**src/rtl/core/pli_pkg.sv**
```systemverilog
`timescale 1ns / 1ps
// ---------------------------------------------------------------------------
// pli_pkg
// Shared types and constants of the piecewise linear interpolator.
// ---------------------------------------------------------------------------
package pli_pkg;

    localparam int DEFAULT_MAX_POINTS = 64;

    localparam logic [1:0] KIND_CLEAR  = 2'd0;
    localparam logic [1:0] KIND_INSERT = 2'd1;
    localparam logic [1:0] KIND_EVAL   = 2'd2;

    localparam logic [1:0] ST_OK       = 2'd0;
    localparam logic [1:0] ST_FULL     = 2'd1;
    localparam logic [1:0] ST_FEW      = 2'd2;
    localparam logic [1:0] ST_ZERO_DX  = 2'd3;

    localparam logic signed [31:0] Q_MAX = 32'sh7FFF_FFFF;
    localparam logic signed [31:0] Q_MIN = -32'sh8000_0000;

    // request to the multiply/divide unit
    typedef struct packed {
        logic        start;
        logic [32:0] mul_a;
        logic [32:0] mul_b;
        logic [31:0] divisor;
    } md_req_t;

    // response from the multiply/divide unit
    typedef struct packed {
        logic        done;
        logic [31:0] quot;
        logic        ovf;
    } md_rsp_t;

endpackage

```
**src/rtl/core/pli_muldiv.sv**
```systemverilog
`timescale 1ns / 1ps
// ---------------------------------------------------------------------------
// pli_muldiv
// Shift-add multiply then restoring divide on one shared 34-bit adder.
// ---------------------------------------------------------------------------
module pli_muldiv (
    input  logic             clk,
    input  logic             rst_n,
    input  pli_pkg::md_req_t req,
    output pli_pkg::md_rsp_t rsp
);
    localparam logic [1:0] PH_IDLE = 2'd0;
    localparam logic [1:0] PH_MUL  = 2'd1;
    localparam logic [1:0] PH_DIV  = 2'd2;
    localparam logic [6:0] MUL_STEPS = 7'd33;
    localparam logic [6:0] DIV_STEPS = 7'd66;

    logic [1:0]  phase_reg, phase_next;
    logic [6:0]  cnt_reg, cnt_next;
    logic [65:0] acc_reg, acc_next;
    logic [32:0] a_reg, a_next;
    logic [31:0] d_reg, d_next;
    logic [31:0] rem_reg, rem_next;
    logic [31:0] quot_reg, quot_next;
    logic        ovf_reg, ovf_next;
    logic        done_reg, done_next;

    logic [32:0] rem_sh;
    logic [33:0] op_a, op_b, sum;
    logic        cin;

    assign rem_sh = {rem_reg, acc_reg[65]};

    // shared adder: add partial product, or trial-subtract divisor
    always_comb
    begin
        if (phase_reg == PH_DIV)
        begin
            op_a = {1'b0, rem_sh};
            op_b = ~{2'b00, d_reg};
            cin  = 1'b1;
        end
        else
        begin
            op_a = {1'b0, acc_reg[65:33]};
            op_b = acc_reg[0] ? {1'b0, a_reg} : 34'd0;
            cin  = 1'b0;
        end
        sum = op_a + op_b + {33'd0, cin};
    end

    always_comb
    begin
        phase_next = phase_reg;
        cnt_next   = cnt_reg;
        acc_next   = acc_reg;
        a_next     = a_reg;
        d_next     = d_reg;
        rem_next   = rem_reg;
        quot_next  = quot_reg;
        ovf_next   = ovf_reg;
        done_next  = 1'b0;
        case (phase_reg)
            PH_IDLE:
            begin
                if (req.start)
                begin
                    acc_next   = {33'd0, req.mul_b};
                    a_next     = req.mul_a;
                    d_next     = req.divisor;
                    cnt_next   = 7'd0;
                    phase_next = PH_MUL;
                end
            end
            PH_MUL:
            begin
                acc_next = {sum, acc_reg[32:1]};
                cnt_next = cnt_reg + 7'd1;
                if (cnt_reg == MUL_STEPS - 7'd1)
                begin
                    cnt_next   = 7'd0;
                    rem_next   = 32'd0;
                    quot_next  = 32'd0;
                    ovf_next   = 1'b0;
                    phase_next = PH_DIV;
                end
            end
            PH_DIV:
            begin
                acc_next  = {acc_reg[64:0], 1'b0};
                rem_next  = sum[33] ? rem_sh[31:0] : sum[31:0];
                quot_next = {quot_reg[30:0], ~sum[33]};
                ovf_next  = ovf_reg | quot_reg[31];
                cnt_next  = cnt_reg + 7'd1;
                if (cnt_reg == DIV_STEPS - 7'd1)
                begin
                    done_next  = 1'b1;
                    phase_next = PH_IDLE;
                end
            end
            default:
            begin
                phase_next = PH_IDLE;
            end
        endcase
    end

    always_ff @(posedge clk or negedge rst_n)
    begin
        if (!rst_n)
        begin
            phase_reg <= PH_IDLE;
            done_reg  <= 1'b0;
        end
        else
        begin
            phase_reg <= phase_next;
            done_reg  <= done_next;
        end
    end

    always_ff @(posedge clk)
    begin
        cnt_reg  <= cnt_next;
        acc_reg  <= acc_next;
        a_reg    <= a_next;
        d_reg    <= d_next;
        rem_reg  <= rem_next;
        quot_reg <= quot_next;
        ovf_reg  <= ovf_next;
    end

    assign rsp.done = done_reg;
    assign rsp.quot = quot_reg;
    assign rsp.ovf  = ovf_reg;
endmodule

```
**config.mk**
```make
export PLATFORM = sky130hd
export DESIGN_NAME = pli_muldiv
export DESIGN_NICKNAME = d
export VERILOG_FILES = /design/src/rtl/core/pli_pkg.sv /design/src/rtl/core/pli_muldiv.sv
export SDC_FILE = /design/constraint.sdc
export NUM_CORES = 1
export LEC_CHECK = 0
export ABC_CLOCK_PERIOD_IN_PS = 8250
export BUFFER_PORTS_ARGS = -buffer_cell sky130_fd_sc_hd__buf_4
export CORE_MARGIN = 8
export CORE_UTILIZATION = 30
export DETAILED_ROUTE_END_ITERATION = 7
export GPL_ROUTABILITY_DRIVEN = 1
export PLACE_DENSITY = 0.48
export SLEW_MARGIN = 20
export SYNTH_ARGS = -nofsm -noshare
export SYNTH_HDL_FRONTEND = slang
export SYNTH_SLANG_ARGS = --single-unit
```
**constraint.sdc**
```tcl
create_clock -name clk -period 8.25 [get_ports clk]
set_input_delay 1.2375 -clock clk [delete_from_list [all_inputs] [get_ports clk]]
set_output_delay 1.2375 -clock clk [all_outputs]
set_load 0.05 [all_outputs]
```
==> impl_metrics.py <==
metrics = {
    "global_route": {
        "grt-ovfl-total": 0,
        "grtUsageTotal": 0.1285,
        "antenna_found_initial": 0,
        "grt_pass1_vias": 7690,
        "grt_max_degree": 66,
        "grt_pass1_wl_microns": 43260,
    },
    "logic_synthesis": {
        "synth_area_per_cell_sq_um": 11.93,
        "yosys.cell_types.count": 72,
        "synthArstFlopShare": 0.01456,
        "yosysWarnings": 0,
        "syn-num-nets": 1055,
        "synth_ff_type": "edfxtp_1",
        "ys_ff_latch": 206,
        "ys_seq_area_frac": 0.5678,
        "synthCells": 911,
        "synthesis.area_sq_um": 10870,
        "synth_edf_count": 203,
    },
    "critical_path": {
        "cp_max_fo": 31,
        "r2r_cells": 15,
        "reg2reg_to": "acc_reg[65]",
        "worstPathArrival_ns": 5.53,
        "worst_r2r_startpoint": "phase_reg[0]",
        "endpoint_kind": "flop",
        "regToRegSetupSlack_ns": 3.02,
        "startpoint_type": "flop",
        "crit_type": "reg2reg",
        "worst-endpoint-required_ns": 8.54,
    },
    "hold_path": {
        "hold_path_class": "in2async",
    },
    "routing": {
        "initialDrtViolationCount": 539,
        "vias": 7450,
        "wl_per_cell_microns": 18.64,
        "drc": 0,
        "drtPass1Iterations": 7,
        "ant_nets": 0,
        "avgViaCountPerCell": 4.963,
        "wl_microns": 27990,
    },
    "floorplanning": {
        "row_count": 69,
        "initial_utilization": 0.3048,
        "core_area_sq_um": 35660,
        "die_x_microns": 206.3,
        "ioPinCount": 135,
        "dieHeight_microns": 206.3,
        "die_area_sq_um": 42570,
    },
    "power": {
        "powerDensity_nw_per_um2": 392.5,
        "switching_share": 0.4022,
        "leakage_nw": 4.947,
        "p_sw_mw": 2.064,
        "p_int_mw": 3.068,
        "power_frac_seq": 0.344,
        "max-vdd-ir-drop_v": 0.0001794,
        "combPwrFrac": 0.449,
        "clock_power_share": 0.207,
    },
    "clocking": {
        "cts_made_buffers": 25,
        "htree_levels": 1,
        "cts.root.buffer_cell": "clkbuf_16",
        "ctsHoldBuffers": 0,
        "clkTransAtPathRegs_ns": 0.06,
        "cts_tree": "done",
        "clock_path_buffers": 3,
        "cts_sinks": 206,
        "post_cts_buffers": 0,
        "cts-resized-gates": 0,
        "clock_latency_ns": 0.55,
    },
    "run_status": {
        "outcome": "finished, final reports clean",
    },
    "cells_and_area": {
        "area_growth_pct": 20.31,
        "nets": 1166,
        "largest_reg_flops": 66,
        "diodes": 0,
        "drive_gt1_frac": 0.2269,
        "final_area_sq_um": 13080,
    },
    "sta": {
        "setup_tns_ns": 0,
        "maxSlewHeadroom": 0.3674,
        "drv_slew": 0,
        "hold_viol": 0,
        "worst_pin_slew_ns": 0.9490,
        "rsz0062_at_grt": "no",
        "timing.final.crit_share": 0.6345,
        "setup_viol": 0,
        "fin_crit_ns": 5.235,
        "fin_worst_skew_ns": 0.01704,
        "clock.fmax_mhz": 191.0,
    },
    "placed_design": {
        "port_buffers": 134,
        "dpl_cell_area_sq_um": 12290,
        "hpwl_microns": 19160,
        "gp_congestion": 0.7501,
    },
    "run": {
        "cap_violations": 0,
    },
}
[per-stage QoR]
step	instances	utilization	total power [mW]	hold slack, ns	setup slack (ns)
finish	1501	0.3667	5.132	0.4716	3.015
global placement	1456	0.3448	4.113	0.5318	3.058
CTS	1501	0.3667	5.201	0.4427	2.909
global route	1501	0.3667	5.496	0.4431	2.526
detailed placement	1456	0.3448	4.112	0.5417	2.931
floorplan	911	-	3.466	0.5178	3.360
[placed cells by master (no fill, tap or decap), types with 3 or more instances in the layout]
master | synthesis | final
and2_1 | 35 | 34
a2bb2o_4 | 4 | 4
nand4_1 | 9 | 9
o31ai_1 | 3 | 3
a21oi_1 | 57 | 57
mux2i_1 | 27 | 26
nor2b_1 | 8 | 7
o21ai_0 | 55 | 55
inv_1 | 16 | 16
a22oi_1 | 34 | 34
edfxtp_1 | 203 | 203
a211oi_1 | 3 | 3
buf_4 | 3 | 144
clkinv_2 | 0 | 3
xnor2_1 | 22 | 22
xor2_1 | 10 | 10
nand2_1 | 64 | 64
nand2b_1 | 5 | 5
nand3_1 | 15 | 15
a21o_1 | 15 | 15
and3_1 | 7 | 7
nor3_1 | 9 | 9
o21bai_1 | 8 | 8
a22o_1 | 26 | 26
and4_1 | 3 | 3
or3_1 | 3 | 3
or2_2 | 3 | 3
dfrtp_1 | 3 | 3
clkbuf_16 | 0 | 25
o211ai_1 | 7 | 7
clkbuf_1 | 41 | 10
a41oi_1 | 3 | 3
a21oi_2 | 3 | 3
ha_1 | 41 | 39
clkbuf_8 | 0 | 3
nor2_1 | 79 | 78
mux2_2 | 28 | 28
[area by class of cell]
type | instances | area, sq um
Fill cell | 3481 | 22580
Sequential cell | 206 | 6171
Multi-Input combinational cell | 627 | 4397
Timing Repair Buffer | 144 | 1081
Clock buffer | 38 | 704.4
Tap cell | 461 | 576.8
Clock inverter | 7 | 77.57
Inverter | 18 | 67.56
[power groups by stage]
stage	Combinational, mW	Clock, mW	Sequential (mW)
floorplan	1.64	0	1.82
global placement	2.33	0	1.79
detailed placement	2.33	0	1.78
CTS	2.33	1.10	1.77
global route	2.56	1.14	1.80
finish	2.31	1.06	1.76
[cell families after synthesis]
| kind of cell | Yosys count | synth area share |
|---|---|---|
| buf+inv | 78 | 0.03120 |
| xor+xnor | 32 | 0.02579 |
| flops | 206 | 0.5678 |
| compound gates | 244 | 0.1577 |
| mux | 55 | 0.05388 |
| fa+ha+maj | 43 | 0.05089 |
| simple gates | 253 | 0.1127 |
[synthesized netlist by cell type (all sizes together), types with 4 or more instances]
| cell | instances | area share |
|---|---|---|
| nor2b | 8 | 0.0046 |
| nor3 | 9 | 0.0041 |
| and3 | 7 | 0.0040 |
| a21oi | 60 | 0.029 |
| clkbuf | 41 | 0.014 |
| a211oi | 4 | 0.0032 |
| buf | 19 | 0.011 |
| nand2b | 5 | 0.0029 |
| xnor2 | 22 | 0.018 |
| nand3 | 15 | 0.0069 |
| nand4 | 9 | 0.0052 |
| and2 | 36 | 0.021 |
| o21bai | 8 | 0.0055 |
| nor2 | 80 | 0.028 |
| mux2 | 28 | 0.029 |
| a2bb2o | 4 | 0.0074 |
| inv | 18 | 0.0062 |
| nand2 | 65 | 0.023 |
| o211ai | 7 | 0.0048 |
| edfxtp | 203 | 0.56 |
| mux2i | 27 | 0.025 |
| o31ai | 4 | 0.0032 |
| a22o | 26 | 0.021 |
| o21ai | 58 | 0.027 |
| a21o | 15 | 0.010 |
| xor2 | 10 | 0.0081 |
| ha | 41 | 0.047 |
| a22oi | 34 | 0.023 |
[routing by layer]
metal,vias up,share of wire,track usage
met5,-,0,0
met4,0,0.019,0.02596
met3,43,0.041,0.02273
met2,157,0.47,0.2128
met1,3598,0.47,0.1744
li1,3652,-,-
[worst max-delay path by stage]
stage / startpoint / end / slack, ns / depth (start not counted)
6_report: phase_reg[0] / acc_reg[65] / 3.02 / 15
5_1_grt: phase_reg[0] / acc_reg[65] / 2.53 / 15
2_1_floorplan: phase_reg[1] / ovf_reg / 3.36 / 4
3_3_place_gp: phase_reg[0] / acc_reg[65] / 3.06 / 15
3_5_place_dp: phase_reg[0] / acc_reg[65] / 2.93 / 15
4_1_cts: phase_reg[0] / acc_reg[65] / 2.91 / 15
[critical path: stages (launching register included)]
cell       delay (ns)
dfrtp_1          0.37
inv_1            0.13
ha_1             0.31
nor2b_2          0.59
buf_4            0.40
a2bb2oi_1        0.12
fa_1             0.38
nand2b_1         0.18
a21oi_2          0.20
o21ai_2          0.12
o2bb2ai_1        0.20
o41ai_2          0.62
a211o_2          0.88
nand2_2          0.17
inv_2            0.20
o31ai_2          0.07
Power figures use the tool's default switching activity.
